--- src/rtl/slcd_pkg.sv ---
// shared types, constants and codes for the sync/length/checksum deframer
// no dependencies; imported by every module under rtl but slcd_ram

package slcd_pkg;

  // sync pattern
  localparam logic [7:0] SYNC_A = 8'hAA;
  localparam logic [7:0] SYNC_B = 8'h55;

  // frame geometry
  localparam int          STORE_DEPTH   = 64;
  localparam int          POS_W         = 6;
  localparam logic [7:0]  MIN_LENGTH    = 8'd5;
  localparam logic [POS_W-1:0] FIRST_BYTE_POS = 6'd3;

  // defaults for top level parameters
  localparam int MAX_FRAME_DEF = 64;
  localparam int NUM_SLOTS_DEF = 2;

  // stream widths
  localparam int IN_TDATA_W  = 8;
  localparam int OUT_TDATA_W = 16;

  // front-end hunt positions
  localparam logic [POS_W-1:0] POS_HUNT   = 6'd0;
  localparam logic [POS_W-1:0] POS_SYNC_B = 6'd1;
  localparam logic [POS_W-1:0] POS_LENGTH = 6'd2;

  typedef enum logic [1:0] {
    BK_IDLE,
    BK_READ,
    BK_SHOW
  } back_state_t;

  // good-frame request from front to queue
  typedef struct packed {
    logic             valid;
    logic [POS_W-1:0] last_idx;
  } push_req_t;

endpackage

--- src/rtl/slcd_ram.sv ---
// generic single write port, single read port ram with registered read
// no dependencies

module slcd_ram #(
  parameter int WIDTH = 8,
  parameter int DEPTH = 128
) (
  input  logic                     clk,
  input  logic                     wr_en,
  input  logic [$clog2(DEPTH)-1:0] wr_addr,
  input  logic [WIDTH-1:0]         wr_data,
  input  logic                     rd_en,
  input  logic [$clog2(DEPTH)-1:0] rd_addr,
  output logic [WIDTH-1:0]         rd_data
);

  logic [WIDTH-1:0] mem [DEPTH];

  always_ff @(posedge clk) begin
    if (wr_en) begin
      mem[wr_addr] <= wr_data;
    end
    if (rd_en) begin
      rd_data <= mem[rd_addr];
    end
  end

endmodule

--- src/rtl/slcd_front.sv ---
// front end: sync hunt, length check, body store and checksum
// depends on slcd_pkg; writes frame bytes into the slot named by the queue

module slcd_front #(
  parameter int MAX_FRAME = slcd_pkg::MAX_FRAME_DEF,
  parameter int SLOT_W    = 1
) (
  input  logic                                   clk,
  input  logic                                   rst,
  input  logic                                   in_valid,
  input  logic [7:0]                             in_byte,
  output logic                                   in_ready,
  input  logic                                   queue_full,
  input  logic [SLOT_W-1:0]                      wr_slot,
  output logic                                   wr_en,
  output logic [SLOT_W+slcd_pkg::POS_W-1:0]      wr_addr,
  output logic [7:0]                             wr_data,
  output slcd_pkg::push_req_t                    push
);
  import slcd_pkg::*;

  localparam int         LIMIT_INT = (MAX_FRAME < STORE_DEPTH) ? MAX_FRAME : STORE_DEPTH;
  localparam logic [7:0] LEN_LIMIT = 8'(LIMIT_INT);

  logic [POS_W-1:0] position, position_next;
  logic [7:0]       frame_length, frame_length_next;
  logic [7:0]       running_sum, running_sum_next;
  logic [7:0]       last_idx;
  logic             accept;

  assign in_ready = !queue_full;
  assign accept   = in_valid && in_ready;
  assign last_idx = frame_length - 8'd1;
  assign wr_addr  = {wr_slot, position};
  assign wr_data  = in_byte;

  always_comb begin
    position_next     = position;
    frame_length_next = frame_length;
    running_sum_next  = running_sum;
    wr_en             = 1'b0;
    push.valid        = 1'b0;
    push.last_idx     = last_idx[POS_W-1:0];
    if (accept) begin
      if (position == POS_HUNT) begin
        if (in_byte == SYNC_A) begin
          position_next = POS_SYNC_B;
        end
      end else if (position == POS_SYNC_B) begin
        // mismatch drops back to hunting without rechecking this byte
        position_next = (in_byte == SYNC_B) ? POS_LENGTH : POS_HUNT;
      end else if (position == POS_LENGTH) begin
        if (in_byte < MIN_LENGTH || in_byte > LEN_LIMIT) begin
          position_next = POS_HUNT;
        end else begin
          frame_length_next = in_byte;
          running_sum_next  = 8'(SYNC_A + SYNC_B + in_byte);
          position_next     = FIRST_BYTE_POS;
        end
      end else if ({2'b00, position} < last_idx) begin
        wr_en            = 1'b1;
        position_next    = position + 6'd1;
        running_sum_next = running_sum + in_byte;
      end else begin
        // checksum byte
        position_next = POS_HUNT;
        push.valid    = (in_byte == running_sum);
      end
    end
  end

  always_ff @(posedge clk) begin
    if (rst) begin
      position     <= POS_HUNT;
      frame_length <= '0;
      running_sum  <= '0;
    end else begin
      position     <= position_next;
      frame_length <= frame_length_next;
      running_sum  <= running_sum_next;
    end
  end

endmodule

--- src/rtl/slcd_cmd_queue.sv ---
// queue of good frames between front and back; each entry owns one store slot
// depends on slcd_pkg

module slcd_cmd_queue #(
  parameter int NUM_SLOTS = slcd_pkg::NUM_SLOTS_DEF,
  parameter int SLOT_W    = 1
) (
  input  logic                          clk,
  input  logic                          rst,
  input  slcd_pkg::push_req_t           push,
  input  logic                          pop,
  output logic                          full,
  output logic [SLOT_W-1:0]             wr_slot,
  output logic                          head_valid,
  output logic [SLOT_W-1:0]             head_slot,
  output logic [slcd_pkg::POS_W-1:0]    head_last_idx
);
  import slcd_pkg::*;

  logic [POS_W-1:0] last_idx_q [NUM_SLOTS];
  logic [SLOT_W-1:0] wr_ptr, rd_ptr;
  logic [SLOT_W:0]   count;
  logic              do_push, do_pop;

  assign full          = (count == (SLOT_W+1)'(NUM_SLOTS));
  assign head_valid    = (count != '0);
  assign wr_slot       = wr_ptr;
  assign head_slot     = rd_ptr;
  assign head_last_idx = last_idx_q[rd_ptr];
  assign do_push       = push.valid && !full;
  assign do_pop        = pop && head_valid;

  always_ff @(posedge clk) begin
    if (do_push) begin
      last_idx_q[wr_ptr] <= push.last_idx;
    end
  end

  always_ff @(posedge clk) begin
    if (rst) begin
      wr_ptr <= '0;
      rd_ptr <= '0;
      count  <= '0;
    end else begin
      if (do_push) begin
        wr_ptr <= (wr_ptr == SLOT_W'(NUM_SLOTS - 1)) ? '0 : wr_ptr + 1'b1;
      end
      if (do_pop) begin
        rd_ptr <= (rd_ptr == SLOT_W'(NUM_SLOTS - 1)) ? '0 : rd_ptr + 1'b1;
      end
      count <= count + (SLOT_W+1)'(do_push) - (SLOT_W+1)'(do_pop);
    end
  end

endmodule

--- src/rtl/slcd_back.sv ---
// back end: plays out a queued frame from its store slot, one byte per request
// depends on slcd_pkg; reads the frame store through its registered port

module slcd_back #(
  parameter int SLOT_W = 1
) (
  input  logic                                clk,
  input  logic                                rst,
  input  logic                                head_valid,
  input  logic [SLOT_W-1:0]                   head_slot,
  input  logic [slcd_pkg::POS_W-1:0]          head_last_idx,
  output logic                                pop,
  output logic                                rd_en,
  output logic [SLOT_W+slcd_pkg::POS_W-1:0]   rd_addr,
  input  logic [7:0]                          rd_data,
  output logic                                out_valid,
  input  logic                                out_ready,
  output logic [7:0]                          out_byte,
  output logic [slcd_pkg::POS_W-1:0]          out_pos,
  output logic                                out_last
);
  import slcd_pkg::*;

  back_state_t      state, state_next;
  logic [POS_W-1:0] idx, idx_next;
  logic             is_last;

  assign is_last  = (idx == head_last_idx - 6'd1);
  assign rd_addr  = {head_slot, idx};
  assign out_byte = rd_data;
  assign out_pos  = idx - FIRST_BYTE_POS;
  assign out_last = is_last;

  always_comb begin
    state_next = state;
    idx_next   = idx;
    case (state)
      BK_IDLE: begin
        if (head_valid) begin
          state_next = BK_READ;
          idx_next   = FIRST_BYTE_POS;
        end
      end
      BK_READ: state_next = BK_SHOW;
      BK_SHOW: begin
        if (out_ready) begin
          if (is_last) begin
            state_next = BK_IDLE;
          end else begin
            state_next = BK_READ;
            idx_next   = idx + 6'd1;
          end
        end
      end
      default: state_next = BK_IDLE;
    endcase
  end

  always_comb begin
    rd_en     = 1'b0;
    out_valid = 1'b0;
    pop       = 1'b0;
    case (state)
      BK_READ: rd_en = 1'b1;
      BK_SHOW: begin
        out_valid = 1'b1;
        pop       = out_ready && is_last;
      end
      default: begin
        rd_en     = 1'b0;
        out_valid = 1'b0;
      end
    endcase
  end

  always_ff @(posedge clk) begin
    if (rst) begin
      state <= BK_IDLE;
      idx   <= FIRST_BYTE_POS;
    end else begin
      state <= state_next;
      idx   <= idx_next;
    end
  end

endmodule

--- src/rtl/sync_length_checksum_deframer_core.sv ---
// top level of the two-byte-sync, length, sum8 checksum deframer
// depends on slcd_pkg, slcd_front, slcd_cmd_queue, slcd_back, slcd_ram
//
//  channel | dir | handshake        | payload
//  --------+-----+------------------+------------------------------------------
//  rx      | in  | s_tvalid/s_tready | s_tdata[7:0] rx_byte
//  frame   | out | m_tvalid/m_tready | m_tdata[7:0] frame_byte, [13:8] byte_pos,
//          |     |                  | [15:14] zero; m_tlast last
//
// the front takes one rx byte per cycle whenever a store slot is free; it
// stalls (s_tready low) only while every slot holds a good frame not yet played
// each played byte passes through a ram read state, then a state that presents it;
// the registered ram read data is the output register and holds under stall
// a frame of length L gives L-4 output requests once its checksum byte lands
// synchronous active high reset clears the hunt state, queue and playout fsm;
// the frame store itself needs no reset

module sync_length_checksum_deframer_core #(
  parameter int MAX_FRAME = slcd_pkg::MAX_FRAME_DEF,  // 5 .. 255, capped at 64
  parameter int NUM_SLOTS = slcd_pkg::NUM_SLOTS_DEF   // frame slots, 2 or more
) (
  input  logic                              clk,
  input  logic                              rst,
  input  logic                              s_tvalid,
  output logic                              s_tready,
  input  logic [slcd_pkg::IN_TDATA_W-1:0]   s_tdata,  // [7:0] rx_byte
  output logic                              m_tvalid,
  input  logic                              m_tready,
  output logic [slcd_pkg::OUT_TDATA_W-1:0]  m_tdata,  // [7:0] frame_byte, [13:8] byte_pos
  output logic                              m_tlast   // last
);
  import slcd_pkg::*;

  localparam int SLOT_W = $clog2(NUM_SLOTS);
  localparam int ADDR_W = SLOT_W + POS_W;

  // front to store and queue
  logic              queue_full;
  logic [SLOT_W-1:0] wr_slot;
  logic              wr_en;
  logic [ADDR_W-1:0] wr_addr;
  logic [7:0]        wr_data;
  push_req_t         push;

  // queue to back
  logic              head_valid;
  logic [SLOT_W-1:0] head_slot;
  logic [POS_W-1:0]  head_last_idx;
  logic              pop;

  // back to store and output
  logic              rd_en;
  logic [ADDR_W-1:0] rd_addr;
  logic [7:0]        rd_data;
  logic [7:0]        out_byte;
  logic [POS_W-1:0]  out_pos;

  slcd_front #(
    .MAX_FRAME (MAX_FRAME),
    .SLOT_W    (SLOT_W)
  ) u_front (
    .clk        (clk),
    .rst        (rst),
    .in_valid   (s_tvalid),
    .in_byte    (s_tdata[7:0]),
    .in_ready   (s_tready),
    .queue_full (queue_full),
    .wr_slot    (wr_slot),
    .wr_en      (wr_en),
    .wr_addr    (wr_addr),
    .wr_data    (wr_data),
    .push       (push)
  );

  // one slot per queue entry, so a slot being played is never overwritten
  slcd_cmd_queue #(
    .NUM_SLOTS (NUM_SLOTS),
    .SLOT_W    (SLOT_W)
  ) u_queue (
    .clk           (clk),
    .rst           (rst),
    .push          (push),
    .pop           (pop),
    .full          (queue_full),
    .wr_slot       (wr_slot),
    .head_valid    (head_valid),
    .head_slot     (head_slot),
    .head_last_idx (head_last_idx)
  );

  slcd_ram #(
    .WIDTH (8),
    .DEPTH (NUM_SLOTS * STORE_DEPTH)
  ) u_store (
    .clk     (clk),
    .wr_en   (wr_en),
    .wr_addr (wr_addr),
    .wr_data (wr_data),
    .rd_en   (rd_en),
    .rd_addr (rd_addr),
    .rd_data (rd_data)
  );

  slcd_back #(
    .SLOT_W (SLOT_W)
  ) u_back (
    .clk           (clk),
    .rst           (rst),
    .head_valid    (head_valid),
    .head_slot     (head_slot),
    .head_last_idx (head_last_idx),
    .pop           (pop),
    .rd_en         (rd_en),
    .rd_addr       (rd_addr),
    .rd_data       (rd_data),
    .out_valid     (m_tvalid),
    .out_ready     (m_tready),
    .out_byte      (out_byte),
    .out_pos       (out_pos),
    .out_last      (m_tlast)
  );

  // pack output fields, lowest first, zero fill to whole bytes
  assign m_tdata = {(OUT_TDATA_W - 8 - POS_W)'(0), out_pos, out_byte};

endmodule

--- config.mk ---
export PLATFORM = sky130hd
export DESIGN_NAME = sync_length_checksum_deframer_core
export DESIGN_NICKNAME = d
export VERILOG_FILES = /design/src/rtl/slcd_pkg.sv /design/src/rtl/slcd_ram.sv /design/src/rtl/slcd_front.sv /design/src/rtl/slcd_cmd_queue.sv /design/src/rtl/slcd_back.sv /design/src/rtl/sync_length_checksum_deframer_core.sv
export SDC_FILE = /design/constraint.sdc
export NUM_CORES = 1
export LEC_CHECK = 0
export ABC_CLOCK_PERIOD_IN_PS = 5300
export CAP_MARGIN = 10
export CORE_UTILIZATION = 60
export CTS_BUF_LIST = sky130_fd_sc_hd__clkbuf_8
export CTS_CLUSTER_SIZE = 30
export DETAILED_ROUTE_END_ITERATION = 16
export DONT_BUFFER_PORTS = 1
export GPL_ROUTABILITY_DRIVEN = 0
export GPL_TIMING_DRIVEN = 1
export PLACE_DENSITY = 0.88
export SLEW_MARGIN = 10
export SYNTH_ARGS = -nofsm -noshare
export SYNTH_HDL_FRONTEND = slang
export SYNTH_HIERARCHICAL = 1
export SYNTH_SLANG_ARGS = --single-unit
--- constraint.sdc ---
create_clock -name clk -period 5.3 [get_ports clk]
set_input_delay 0.265 -clock clk [delete_from_list [all_inputs] [get_ports clk]]
set_output_delay 0.265 -clock clk [all_outputs]
set_load 0.01 [all_outputs]
### After elaboration in Yosys (flattened, before gate mapping)

Memory sizes are Yosys's and may differ from the RTL's. A register that Yosys moved wholly into a read port is not among the register bits.
Cells that the tools add are included.

| storage, ports and cells | value |
|---|---|
| bits in registers | 34 |
| output and inout port bits | 19 |
| bits in writable memories | 1,036 |
| memories | 2 |
| logic and storage cells | 96 |
| input port bits | 12 |

Memories:

| name | words | width | read ports | clocked after Yosys merged registers in | write ports | line | source |
|---|---|---|---|---|---|---|---|
| u_store.mem | 128 | 8 | 1 | 1 | 1 | slcd_ram.sv:17 | `logic [WIDTH-1:0] mem [DEPTH];` |
| u_queue.last_idx_q | 2 | 6 | 1 | 1 | 1 | slcd_cmd_queue.sv:20 | `logic [POS_W-1:0] last_idx_q [NUM_SLOTS];` |

| cells by class | value |
|---|---|
| reductions and logical operators | 16 |
| equality and inequality tests | 14 |
| muxes and demuxes | 39 |
| add/sub/neg operators | 11 |
| magnitude comparators | 3 |
| bitwise gates (word level) | 3 |

Operators with widths:

| kind | count |
|---|---|
| $mux W6 | 8 |
| $mux W8 | 3 |
| $mux W1 | 22 |
| $add A6 B1 Y6 const B | 2 |
| $pmux W6 S2 | 1 |
| $ne A2 B2 Y1 const B | 5 |
| $reduce_and A5 Y1 | 2 |
| $add A8 B8 Y8 | 1 |
| $add A8 B8 Y8 const A | 1 |
| $eq A8 B7 Y1 const B | 1 |
| $eq A8 B8 Y1 | 1 |
| $eq A8 B8 Y1 const B | 1 |
| $gt A8 B7 Y1 const B | 1 |
| $lt A6 B8 Y1 | 1 |
| $lt A8 B3 Y1 const B | 1 |
| $mux W2 | 4 |
| $sub A8 B1 Y8 const B | 1 |
| $eq A6 B1 Y1 const B | 1 |
| $eq A6 B2 Y1 const B | 1 |
| $eq A6 B6 Y1 | 1 |
| $logic_not A6 Y1 | 1 |
| $pmux W2 S3 | 1 |
| $reduce_bool A2 Y1 | 3 |
| $sub A6 B1 Y6 const B | 1 |
| 13 further kinds | 21 |

### Depth between registers and ports, before layout

| depth | value |
|---|---|
| word-level depth | 10 |
| gate-level depth with buffers | 16 |
| depth with buffers taken out | 16 |

### Hierarchy

The synthesis kept the hierarchy.

Modules (own cells, without submodules):

| module | area an instance (um^2) | instances | cells each | sequential area each (um^2) |
|---|---|---|---|---|
| slcd_ram | 39,745.6 | 1 | 1,635 | 30,989.7 |
| slcd_front | 1,818.0 | 1 | 213 | 440.4 |
| slcd_back | 780.7 | 1 | 97 | 160.2 |
| slcd_cmd_queue | 669.4 | 1 | 46 | 460.4 |
| sync_length_checksum_deframer_core | 18.8 | 1 | 3 | 0.0 |

### Worst setup path before layout

Ideal clock, no wire load.

| timing | value |
|---|---|
| path kind | register to register |
| start | reg u_front.frame_length[0] |
| end | mem u_store.mem[30][0], enable pin |
| path slack | 1,869 ps |
| data required time | 4,929 ps |
| stages on the path, launching flop included | 15 |
| setup time | 371 ps |
| arrival | 3,061 ps |
| path buffers | 2 |
| period minus slack after synthesis | 3,431 ps |
| path through | dfxtp_1 -> nor3_1 -> nor3b_1 -> xnor2_1 -> ha_1 -> a21oi_1 -> nand2_1 -> o32ai_2 -> nand2_1 -> nor2_1 -> clkbuf_1 -> nor2b_1 -> nand3_1 -> clkbuf_1 -> nor2_1 |

| on the way | value |
|---|---|
| cells in the longest elaborated chain, start to end | 9 |

RTL lines:

| what | line | source |
|---|---|---|
| start, declared | slcd_front.sv:26 | `logic [7:0] frame_length, frame_length_next;` |
| start signal, assigned | slcd_front.sv:79 | `frame_length <= frame_length_next;` |
| $sub A8 B1 Y8 | slcd_front.sv:33 | `assign last_idx = frame_length - 8'd1;` |
| $lt A6 B8 Y1 | slcd_front.sv:60 | `end else if ({2'b00, position} < last_idx) begin` |
| $mux W1 | slcd_front.sv:60 |  |
| $mux W1 | slcd_front.sv:52 | `end else if (position == POS_LENGTH) begin` |
| $mux W1 | slcd_front.sv:49 | `end else if (position == POS_SYNC_B) begin` |
| $mux W1 | slcd_front.sv:45 | `if (position == POS_HUNT) begin` |
| $mux W1 | slcd_front.sv:44 | `if (accept) begin` |
| net wr_en | sync_length_checksum_deframer_core.sv:40 | `logic wr_en;` |
| $mux W1 | slcd_ram.sv:20 | `if (wr_en) begin` |
| $mux W1 (not written as such) | slcd_ram.sv:21 | `mem[wr_addr] <= wr_data;` |
| end, declared | slcd_ram.sv:17 |  |

The timed path passes the listed nets, and every way through them passes these cells.

### Worst setup path in the final report

| timing | value |
|---|---|
| start | reg u_front.frame_length[0] |
| end | mem u_store.mem[26][6], enable pin |

The elaborated chain is that of the path after synthesis.

==> summary.md <==
| Metric | Value |
|---|---|
| Status | finished, final reports clean |
| Die span in x | 270 um |
| Switching part of the total power | 20.7% |
| Start of the worst register-to-register path | u_front/frame_length[0] |
| First-pass GRT wire length | 159 mm |
| Yosys Warn Count | 6 |
| Number of distinct library cells after synthesis | 70 |
| Number of antenna violations at the first check in global routing | 8 |
| Combinational share of power | 1.2% |
| Worst-margin pin slew | 1.24 ns |
| CTS Sinks | 1,079 |
| Final number of hold-violating endpoints | 0 |
| Final worst-path cycle share | 91.9% |
| Congestion Overflow GR | 0 |
| I/O pin count | 31 |
| Area delta synth->final | 10.6% |
| Final-stage net count | 2,139 |
| Net load switching power | 0.00335 W |
| Post-layout power | 0.0161 W |
| Post-Place Cell Area | 0.0441 mm^2 |
| Part of the total power dissipated in the clock network | 40.9% |
| Die height | 270 um |
| Hold Path End | u_front/running_sum[3] |
| Detailed-route wire length | 110 mm |
| Worst slew margin | 16.7% |
| Total core area | 0.0705 mm^2 |
| Area share of the leading cell type in the synthesized netlist | 72.9% |
| Final Critical Period | 4.87 ns |
| Crit end category | register |
| Fraction of final layout cells sized beyond drive strength 1 | 28.5% |
| Reg2Reg Setup Slack | 0.43 ns |
| TritonCTS clock tree | yes |
| Latest clock arrival within the worst-skew pair | 0.83 ns |
| EDFF count, synth | 1,044 |
| Number of levels the H-tree was split into | 4 |
| Area used by multi-input combinational logic | 0.0103 mm^2 |
| Post-synthesis sequential area ratio | 74.5% |
| Clock root buffer master | sky130_fd_sc_hd__clkbuf_8 |
| Number of buffers created by CTS | 159 |
| Most repeated cell in the gate-level netlist after synthesis | sky130_fd_sc_hd__edfxtp_1 |
| Cell type with the largest total area after synthesis | sky130_fd_sc_hd__edfxtp_1 |
| Share of flip-flops with an asynchronous set or reset | 0% |
| GRT Util Overall | 31.1% |
| Crit path kind | register to register |
| Startpoint type of the worst setup path | register |
| Std-Cell Rows | 97 |
| Routed WL per cell | 34.7 um |
| Worst r2r path cells | 14 |
| Number of detailed-route iterations in the first pass | 7 |
| Most common library cells after synthesis | sky130_fd_sc_hd__edfxtp_1, sky130_fd_sc_hd__mux4_2, sky130_fd_sc_hd__nor2_1 |
| Required time at the endpoint of the critical path | 5.82 ns |
| Worst IR drop on VDD | 278 uV |
| Finish-stage setup viols | 0 |
| Initial drt markers | 3,695 |
| Instance count of the mapped netlist | 1,994 |
| Post-detailed-route count of antenna-violating nets | 0 |
| Number of max-slew violations in the final report | 0 |
| Netlist Area Pre-Place | 0.0430 mm^2 |
| Port buffer count | 0 |
| Power density cells | 339 mW/mm^2 |
| Dominant cells by area after synthesis | sky130_fd_sc_hd__edfxtp_1, sky130_fd_sc_hd__mux4_2, sky130_fd_sc_hd__dfxtp_1 |
| Flop and latch count out of synthesis | 1,079 |
| Initial core utilization | 61.0% |
| Fmax | 0.205 GHz |
| Layout filler cell count | 3,872 |
| Hold depth | 6 |
| Power Internal | 0.0128 W |
| CTS clk-pin slew, worst paths | 0.06 ns |
| Largest net degree at the start of global routing | 132 |
| CP Max Fanout | 9 |
| Leakage power summed over all cells | 15.1 nW |
| Number of max-cap violations | 0 |
| Via count of the routed design | 22,291 |
| TNS Setup | 0 ns |
| Reg power frac | 57.9% |
| Syn avg cell area | 21.6 um^2 |
| Most frequently used flop master after synthesis | sky130_fd_sc_hd__edfxtp_1 |
| Total die area | 0.0728 mm^2 |
| Unrepaired setup endpoints after global routing | false |
| Startpoint of the most critical hold path | s_tdata[1] |
| Via density per instance | 7.01 |
| Reg area | 0.0321 mm^2 |
| Number of global-route vias before repair | 22,583 |
| Critical path data arrival time | 5.40 ns |
| Post-Route Utilization | 67.5% |
| Hold/Removal Path Class | input port to register |
| Reg-to-reg critical path endpoint | u_store/mem[26][6] |
| Clk_skew | 0.0295 ns |
| DP HPWL | 66.1 mm |
| Post-route DRC violation count | 0 |
| Bufs on Longest Clock Path | 3 |
| Final Instance Area | 0.0476 mm^2 |
==> how the worst max path moves through the flow <==
stage	cells past startpoint	slack, ns	to	from
floorplan	14	1.87	u_store/mem[30][0]	u_front/frame_length[0]
global placement	14	0.76	u_store/mem[14][3]	u_front/frame_length[0]
detailed placement	14	0.30	u_store/mem[14][6]	u_front/frame_length[0]
CTS	14	0.25	u_store/mem[14][7]	u_front/frame_length[0]
global route	14	0.28	u_store/mem[62][3]	u_front/frame_length[0]
finish	14	0.43	u_store/mem[26][6]	u_front/frame_length[0]
==> worst max-delay path: stages (launching register included) <==
cell                      delay [ns]
sky130_fd_sc_hd__dfxtp_1        0.35
sky130_fd_sc_hd__nor3_1         0.34
sky130_fd_sc_hd__nor3b_1        0.32
sky130_fd_sc_hd__xnor2_1        0.19
sky130_fd_sc_hd__ha_1           0.30
sky130_fd_sc_hd__a21oi_1        0.17
sky130_fd_sc_hd__nand2_1        0.10
sky130_fd_sc_hd__o32ai_2        0.24
sky130_fd_sc_hd__nand2_1        0.15
sky130_fd_sc_hd__nor2_1         0.15
sky130_fd_sc_hd__buf_4          0.18
sky130_fd_sc_hd__nor2b_1        0.34
sky130_fd_sc_hd__nand2_1        0.76
sky130_fd_sc_hd__nor2_1         0.72
sky130_fd_sc_hd__buf_4          0.25
==> layout by cell type (no fill, tap or decap), types with 21 or more instances in the layout <==
| cell | netlist | layout |
|---|---|---|
| sky130_fd_sc_hd__ha_1 | 21 | 21 |
| sky130_fd_sc_hd__clkinv_2 | 0 | 21 |
| sky130_fd_sc_hd__clkbuf_8 | 0 | 166 |
| sky130_fd_sc_hd__nand2_1 | 29 | 29 |
| sky130_fd_sc_hd__mux4_2 | 336 | 336 |
| sky130_fd_sc_hd__dfxtp_1 | 35 | 31 |
| sky130_fd_sc_hd__buf_4 | 31 | 35 |
| sky130_fd_sc_hd__nor2_1 | 154 | 154 |
| sky130_fd_sc_hd__inv_1 | 25 | 73 |
| sky130_fd_sc_hd__edfxtp_1 | 1044 | 1044 |
| sky130_fd_sc_hd__clkinv_1 | 0 | 32 |
==> sequential cells by signal, indices dropped and copies added (netlist names), named ones only <==
register              cells
u_queue/wr_slot           1
u_queue/count             2
u_queue/head_slot         1
u_store/rd_data           8
u_queue/last_idx_q       12
u_store/mem            1024
u_back/idx                6
u_front/frame_length      8
u_front/running_sum       8
u_back/state              2
u_front/position          6
==> power by group through the flow <==
stage / logic [W] / clock network [W] / registers, W
finish: 0.000199 / 0.00660 / 0.00934
global route: 0.000210 / 0.00700 / 0.00933
CTS: 0.000201 / 0.00665 / 0.00934
detailed placement: 0.0000222 / 0 / 0.00952
global placement: 0.0000200 / 0 / 0.00952
floorplan: 0.0000836 / 0 / 0.00952
==> what timing repair did <==
item,in CTS,in global routing
hold buffers,21,0
resized for setup,0,1
endpoints found under the hold margin,1059,0
setup endpoints to repair,0,16
buffers inserted,0,0
==> area by class of cell <==
cell class / instances / share of cell area [%]
antenna: 3 / 0.0158
clock buffer: 166 / 4.80
clock inverter: 127 / 1.77
inverter: 26 / 0.205
multi-input combinational: 774 / 21.7
sequential: 1079 / 67.4
tap: 940 / 2.47
timing repair buffer: 65 / 1.69
==> per-stage QoR <==
stage / hold slack [ns] / worst slack (ns) / std cells
floorplan: 0.334 / 1.87 / 1995
global placement: 0.330 / 0.760 / 2863
detailed placement: 0.339 / 0.304 / 2863
CTS: 0.0388 / 0.252 / 3177
global route: 0.128 / 0.278 / 3179
finish: 0.109 / 0.429 / 3180
==> logic make-up (layout without fill, tap and decap cells) <==
group                      Yosys count  in the layout  share of synthesized area, %
AOI/OAI and AO/OA                   57             57                         0.968
xor gates and xnor gates            34             34                         0.692
adders and majority gates           22             22                         0.657
buffers and inverters              142            384                          1.59
DFF                               1079           1079                          74.5
muxes                              368            368                          18.4
other                                1              5                       0.00871
and+or+nand+nor                    291            291                          3.24
==> per-layer routing <==
layer,share of wire [%],wire length [um],vias to the layer above,global-route usage (%)
li1,-,-,8541,-
met1,32,35800,11603,38.6
met2,52,57000,1766,51.8
met3,11,11700,371,7.12
met4,5.2,5690,10,15.4
met5,0.055,61,-,0
Note: power is estimated with default switching activity, not from simulation.
